### src/sv/tccp_pkg.sv
`default_nettype none
package tccp_pkg;

	localparam int MAX_COLS    = 128;
	localparam int MAX_ROWS    = 64;
	localparam int COL_W       = $clog2(MAX_COLS);
	localparam int ROW_W       = $clog2(MAX_ROWS);
	localparam int ADDR_W      = COL_W + ROW_W;
	localparam int STORE_DEPTH = MAX_COLS * MAX_ROWS;

	localparam logic [7:0] CH_BS       = 8'h08;
	localparam logic [7:0] CH_TAB      = 8'h09;
	localparam logic [7:0] CH_LF       = 8'h0a;
	localparam logic [7:0] CH_CR       = 8'h0d;
	localparam logic [7:0] CH_ESC      = 8'h1b;
	localparam logic [7:0] CH_SPACE    = 8'h20;
	localparam logic [7:0] CH_0        = 8'h30;
	localparam logic [7:0] CH_9        = 8'h39;
	localparam logic [7:0] CH_SEMI     = 8'h3b;
	localparam logic [7:0] CH_K        = 8'h6b;
	localparam logic [7:0] CH_X        = 8'h78;
	localparam logic [7:0] CURSOR_MARK = 8'h80;
	localparam logic [2:0] TAB_LAST    = 3'd7;

	localparam logic [0:0] REG_WIDTH  = 1'b0;
	localparam logic [0:0] REG_HEIGHT = 1'b1;

	typedef enum logic [1:0] {
		KIND_CELL   = 2'd0,
		KIND_CLEAR  = 2'd1,
		KIND_SCROLL = 2'd2
	} kind_t;

	typedef struct packed {
		kind_t              kind;
		logic [COL_W-1:0]   col;
		logic [ROW_W-1:0]   row;
		logic [7:0]         code;
		logic               last;
	} result_t;

	typedef struct packed {
		logic    push;
		logic    end_item;
		result_t res;
	} res_push_t;

	typedef struct packed {
		logic              we;
		logic [ADDR_W-1:0] waddr;
		logic [7:0]        wdata;
		logic              re;
		logic [ADDR_W-1:0] raddr;
	} store_req_t;

	typedef enum logic [2:0] {
		ST_CLR,
		ST_IDLE,
		ST_TOG1,
		ST_BODY,
		ST_TAB,
		ST_LAST,
		ST_TOG2
	} state_t;

endpackage
`default_nettype wire

### src/sv/tccp_res_if.sv
`default_nettype none
interface tccp_res_if;
	logic       valid;
	logic       ready;
	logic [1:0] kind;
	logic [6:0] col;
	logic [5:0] row;
	logic [7:0] code;
	logic       last;

	modport source(output valid, kind, col, row, code, last, input ready);
	modport sink(input valid, kind, col, row, code, last, output ready);
endinterface
`default_nettype wire

### src/sv/tccp_result_stage.sv
`default_nettype none
module tccp_result_stage (
	input  logic                clk,
	input  logic                arst_n,
	input  tccp_pkg::res_push_t rq,
	output logic                emit_ok,
	tccp_res_if.source          results
);
	import tccp_pkg::*;

	logic    pend_valid_q;
	logic    pend_done_q;
	result_t pend_q;
	logic    out_valid_q;
	result_t out_q;
	logic    out_free;
	logic    mv;

	// pending result is held back until we know whether it closes its request
	assign out_free = !out_valid_q || results.ready;
	assign emit_ok  = !pend_valid_q || out_free;
	assign mv       = pend_valid_q && out_free && (pend_done_q || rq.push);

	always_ff @(posedge clk or negedge arst_n) begin
		if (!arst_n) begin
			pend_valid_q <= 1'b0;
			pend_done_q  <= 1'b0;
			out_valid_q  <= 1'b0;
		end else begin
			if (rq.push) begin
				pend_valid_q <= 1'b1;
				pend_done_q  <= rq.end_item;
			end else if (mv) begin
				pend_valid_q <= 1'b0;
			end else if (rq.end_item && pend_valid_q) begin
				pend_done_q <= 1'b1;
			end
			if (mv) begin
				out_valid_q <= 1'b1;
			end else if (results.ready) begin
				out_valid_q <= 1'b0;
			end
		end
	end

	always_ff @(posedge clk) begin
		if (rq.push) begin
			pend_q <= rq.res;
		end
		if (mv) begin
			out_q <= '{kind: pend_q.kind, col: pend_q.col, row: pend_q.row,
				code: pend_q.code, last: pend_done_q};
		end
	end

	assign results.valid = out_valid_q;
	assign results.kind  = out_q.kind;
	assign results.col   = out_q.col;
	assign results.row   = out_q.row;
	assign results.code  = out_q.code;
	assign results.last  = out_q.last;

endmodule
`default_nettype wire

### src/flat_wrapper.sv
// flat-port wrapper written by rule: the top's interface ports become plain ports
module tccp_result_stage_flat import tccp_pkg::*;
  (clk, arst_n, rq, emit_ok, results_valid, results_kind, results_col, results_row, results_code, results_last, results_ready);
  tccp_res_if results_i ();
  input  logic clk;
  input  logic arst_n;
  input  tccp_pkg::res_push_t rq;
  output logic emit_ok;
  output wire logic [$bits(results_i.valid)-1:0] results_valid;
  output wire logic [$bits(results_i.kind)-1:0] results_kind;
  output wire logic [$bits(results_i.col)-1:0] results_col;
  output wire logic [$bits(results_i.row)-1:0] results_row;
  output wire logic [$bits(results_i.code)-1:0] results_code;
  output wire logic [$bits(results_i.last)-1:0] results_last;
  input wire logic [$bits(results_i.ready)-1:0] results_ready;
  assign results_valid = results_i.valid;
  assign results_kind = results_i.kind;
  assign results_col = results_i.col;
  assign results_row = results_i.row;
  assign results_code = results_i.code;
  assign results_last = results_i.last;
  assign results_i.ready = results_ready;
  tccp_result_stage u_core (.clk(clk), .arst_n(arst_n), .rq(rq), .emit_ok(emit_ok), .results(results_i));
endmodule
### config.mk
export PLATFORM = sky130hd
export DESIGN_NAME = tccp_result_stage_flat
export DESIGN_NICKNAME = d
export VERILOG_FILES = /design/src/sv/tccp_pkg.sv /design/src/sv/tccp_res_if.sv /design/src/sv/tccp_result_stage.sv /design/src/flat_wrapper.sv
export SDC_FILE = /design/constraint.sdc
export NUM_CORES = 1
export LEC_CHECK = 0
export BUFFER_PORTS_ARGS = -buffer_cell sky130_fd_sc_hd__buf_2
export CAP_MARGIN = 20
export CORE_AREA = 5 5 72 67
export DETAILED_ROUTE_END_ITERATION = 7
export DIE_AREA = 0 0 77 72
export GPL_ROUTABILITY_DRIVEN = 0
export GPL_TIMING_DRIVEN = 0
export PLACE_DENSITY = 0.66
export SLEW_MARGIN = 25
export SYNTH_ARGS = -nofsm -noshare
export SYNTH_HDL_FRONTEND = slang
export SYNTH_SLANG_ARGS = --single-unit
export TNS_END_PERCENT = 100
### constraint.sdc
create_clock -name clk -period 4.6 [get_ports clk]
set_clock_uncertainty 0.15 [all_clocks]
set_input_delay 0.46 -clock clk [delete_from_list [all_inputs] [get_ports clk]]
set_output_delay 0.46 -clock clk [all_outputs]
set_load 0.01 [all_outputs]
==> impl_summary.log <==
INFO  metric end_kind = flop
INFO  metric multiInputGateArea = between 50 and 60 sq um
INFO  metric worst_vdd_rail_ir_drop = between 0.15 and 0.2 mV
INFO  metric crit_type = input pin to flop
INFO  metric timing.final.crit_share = 43.16%
INFO  metric grt_overflow = 0
INFO  metric synth_top_family_by_area = simple AND/OR/NAND/NOR gates
INFO  metric p_switching = roughly 190 uW
INFO  metric first_global_vias = between 800 and 900
INFO  metric crit_fanout = 26
INFO  metric wl_per_cell = approximately 14 microns
INFO  metric yosysSeqAreaShare = a little over nine tenths
INFO  metric report.power.total = 880.2 uW
INFO  metric global_route_wire_length_before_repair = between 3000 and 4000 microns
INFO  metric drt_drc_violations_left = 0
INFO  metric power.sequential.fraction = ~64%
INFO  metric cellPowerDensity = between 400 and 500 mW/mm^2
INFO  metric power.internal = between 600 and 700 uW
INFO  metric worstPathRequired = approximately 4.4 ns
INFO  metric min_path_cells = 1
INFO  metric rrSetupSlack = 2.93 ns
INFO  metric max_clock_freq = 0.5037 GHz
INFO  metric synth_simple_gate_area_share = 1.786%
INFO  metric tightestPinTransition = about 0.67 ns
INFO  metric drive_above_1_share = slightly below 50%
INFO  metric synth_compound_gate_area_share = around 1.3%
INFO  metric routed_via_density = 4.251
INFO  metric setup_repair_after_global_routing_missed_its_margin = false
INFO  metric num-nets-final = around 150
INFO  metric synth_top_cells_by_count = sky130_fd_sc_hd__edfxtp_1, sky130_fd_sc_hd__dfrtp_1, sky130_fd_sc_hd__inv_1, sky130_fd_sc_hd__nand2_1, sky130_fd_sc_hd__nor2_1
INFO  metric share_of_the_synthesized_netlist_area_taken_by_xor_and_xnor_gates = 0%
INFO  metric combinationalPowerShare = about 9.1%
INFO  metric synth.area.mux_share = 0%
INFO  metric synth_nets = 90
INFO  metric placement.io_buffers = 53
INFO  metric floorplan.io_pins = 55
INFO  metric hpwl_after_detailed_placement = 1772 microns
INFO  metric route.vias.total = ~730
INFO  metric h-tree-depth = 2
INFO  metric setup.worst_path.start_class = input pin
INFO  metric die_h = 72 microns
INFO  metric grt_max_degree = 27
INFO  metric number_of_enable_flip_flop_cells_after_synthesis = 47
INFO  metric detail_route.wirelength = 2445 microns
INFO  metric synth_top_flop_cell = sky130_fd_sc_hd__edfxtp_1
INFO  metric dr.pass1.iters = 4
INFO  metric final_period_minus_worst_setup_slack = a little under 2 ns
INFO  metric clock_latency = 0.29 ns
INFO  metric holdCritPathClass = input pin to flop
INFO  metric post-synth-top-area-cell = sky130_fd_sc_hd__edfxtp_1
INFO  metric total_global_routing_track_utilization = 9.333%
INFO  metric worst_setup_hold_path_clk_slew = about 0.08 ns
INFO  metric critical_path.reg2reg.endpoint = u_core.results.code[0]$_DFFE_PP_
INFO  metric cts_resized = 0
INFO  metric max-cap-violations = 0
INFO  metric layout.core_utilization = between 40% and 50%
INFO  metric critPathArrivalTime = between 1.5 and 2 ns
INFO  metric hold_viol = 0
INFO  metric outcome = finished clean
INFO  metric net_sw_share = ~22%
INFO  metric core_area = around 0.004 sq mm
INFO  metric yosysWarnings = 0
INFO  metric slew-limit-headroom = 55.13%
INFO  metric antenna-diode-count = 0
INFO  metric synth.top_cell.area_share = 91.56%
INFO  metric die_width = 77 microns
INFO  metric final.hold.worst_slack = between 0.15 and 0.2 ns
INFO  metric start_util = ~39%
INFO  metric hold_end = u_core.pend_q[23]$_DFFE_PP_
INFO  metric netlist-cell-type-count = 10
INFO  metric hold_path.startpoint = rq[23]
INFO  metric cts_post_setup_buffers_inserted = 0
INFO  metric syn_avg_cell_area = between 20 and 30 sq um
INFO  metric cts.sink_count = 50
INFO  metric placementRows = 22
INFO  metric grt_antenna_before_repair = 0
INFO  metric power_frac_clock = 26.5%
INFO  metric cts.path.max_buffers = 2
INFO  metric cts.root.buffer_cell = sky130_fd_sc_hd__clkbuf_8
INFO  metric r2r_cells = 2
INFO  metric leakage = ~0.00077 uW
INFO  metric tritoncts = done
INFO  metric ys_ff_latch = 50
INFO  metric regToRegStartpoint = u_core.pend_done_q$_DFFE_PN0P_
INFO  metric synthMostInstantiatedCell = sky130_fd_sc_hd__edfxtp_1
INFO  metric slew_viol_final = 0
INFO  metric fillCellCount = ~350
INFO  metric fin_setup_tns = 0 ns
INFO  metric post_synth_fa_ha_maj_area_fraction = 0%
INFO  metric ant_nets = 0
INFO  metric flow.area_growth_from_synthesis = 27.76%
INFO  metric synthesis.instances = 61
INFO  metric die-area = approximately 0.0055 sq mm
INFO  metric async_flop_share = about 6%
INFO  metric numCtsBuffers = 5
INFO  metric seq_area = ~0.0015 sq mm
INFO  metric netlist_top_cells_area = sky130_fd_sc_hd__edfxtp_1, sky130_fd_sc_hd__dfrtp_1, sky130_fd_sc_hd__o2bb2ai_1
INFO  metric synth_area = about 0.0015 sq mm
INFO  metric drt-initial-drc-count = 34
INFO  metric finalSetupViolCount = 0
layout by cell type, fill, tap and decap left out, drive strengths merged:
master / netlist / routed
clkinv: 0 / 2
edfxtp: 47 / 47
nor2b: 1 / 1
dlygate4sd3: 0 / 1
inv: 2 / 2
clkinvlp: 0 / 1
buf: 0 / 53
a31oi: 1 / 1
clkbuf: 0 / 5
nor2: 2 / 2
nand2: 2 / 2
o21ai: 1 / 1
o2bb2ai: 1 / 1
dfrtp: 3 / 3
nand2b: 1 / 1
per-layer routing:
| metal | up-vias | global-route usage (%) | share of wire, % |
|---|---|---|---|
| li1 | 355 | - | - |
| met1 | 336 | 10.85 | 40 |
| met2 | 34 | 14.61 | 50 |
| met3 | 2 | 4.467 | 9.0 |
| met4 | 0 | 4.580 | 1.5 |
| met5 | - | 0 | 0 |
sequential cells by signal, summed over array words and instances, names as in the netlist:
name / count
u_core.results.row: 6
u_core.results.code: 8
u_core.results.col: 7
u_core.pend_valid_q: 1
u_core.results.last: 1
u_core.pend_done_q: 1
u_core.results.valid: 1
u_core.pend_q: 23
u_core.results.kind: 2
timing repair:
action                                  in CTS  in global routing
endpoints found under the hold margin        3                  0
hold buffers                                 1                  0
endpoints found under the setup margin       0                  0
worst max path at each step:
stage	from	end	slack [ns]	cells after the start
floorplan	u_core.results.valid$_DFFE_PN0P_	u_core.results.code[0]$_DFFE_PP_	2.45	2
global placement	rq[25]	u_core.results.col[4]$_DFFE_PP_	1.48	3
detailed placement	rq[25]	u_core.results.col[2]$_DFFE_PP_	2.24	3
CTS	rq[25]	u_core.results.row[4]$_DFFE_PP_	2.56	3
global route	rq[25]	u_core.results.code[7]$_DFFE_PP_	2.47	3
finish	rq[25]	u_core.results.code[0]$_DFFE_PP_	2.61	3
layout make-up:
class                           count  share of cell area [%]
Clock buffer                        5                   3.494
Timing Repair Buffer               54                   13.98
Inverter                            2                  0.3812
Tap cell                           48                   3.050
Clock inverter                      3                  0.8259
Sequential cell                    50                   75.48
Multi-Input combinational cell      9                   2.795
critical path: stages:
cell and delay, ns:
sky130_fd_sc_hd__buf_2 0.44, sky130_fd_sc_hd__o21ai_0 0.27, sky130_fd_sc_hd__nor2_4 0.57
power groups by stage:
| stage | Combinational, uW | Sequential (uW) | Clock (uW) |
|---|---|---|---|
| final | 79.9 | 567 | 234 |
| after global routing | 87.6 | 573 | 266 |
| after CTS | 82.9 | 568 | 244 |
| after detailed placement | 82.3 | 578 | 0 |
| after global placement | 77.8 | 576 | 0 |
| after floorplan | 16.4 | 592 | 0 |
logic make-up (layout without fill, tap and decap cells):
kind of cell / Yosys count / in the layout
simple gates: 6 / 6
flops: 50 / 50
buf+inv: 2 / 64
compound gates: 3 / 3
stage by stage:
stage                     instances  worst slack [ns]  instance area [sq um]
after detailed placement        162             2.237                   1874
after CTS                       171             2.561                   1969
final                           171             2.615                   1969
after floorplan                  61             2.448                   1541
after global placement          162             1.478                   1867
after global routing            171             2.466                   1969
Note: power is estimated with default switching activity, not from simulation.
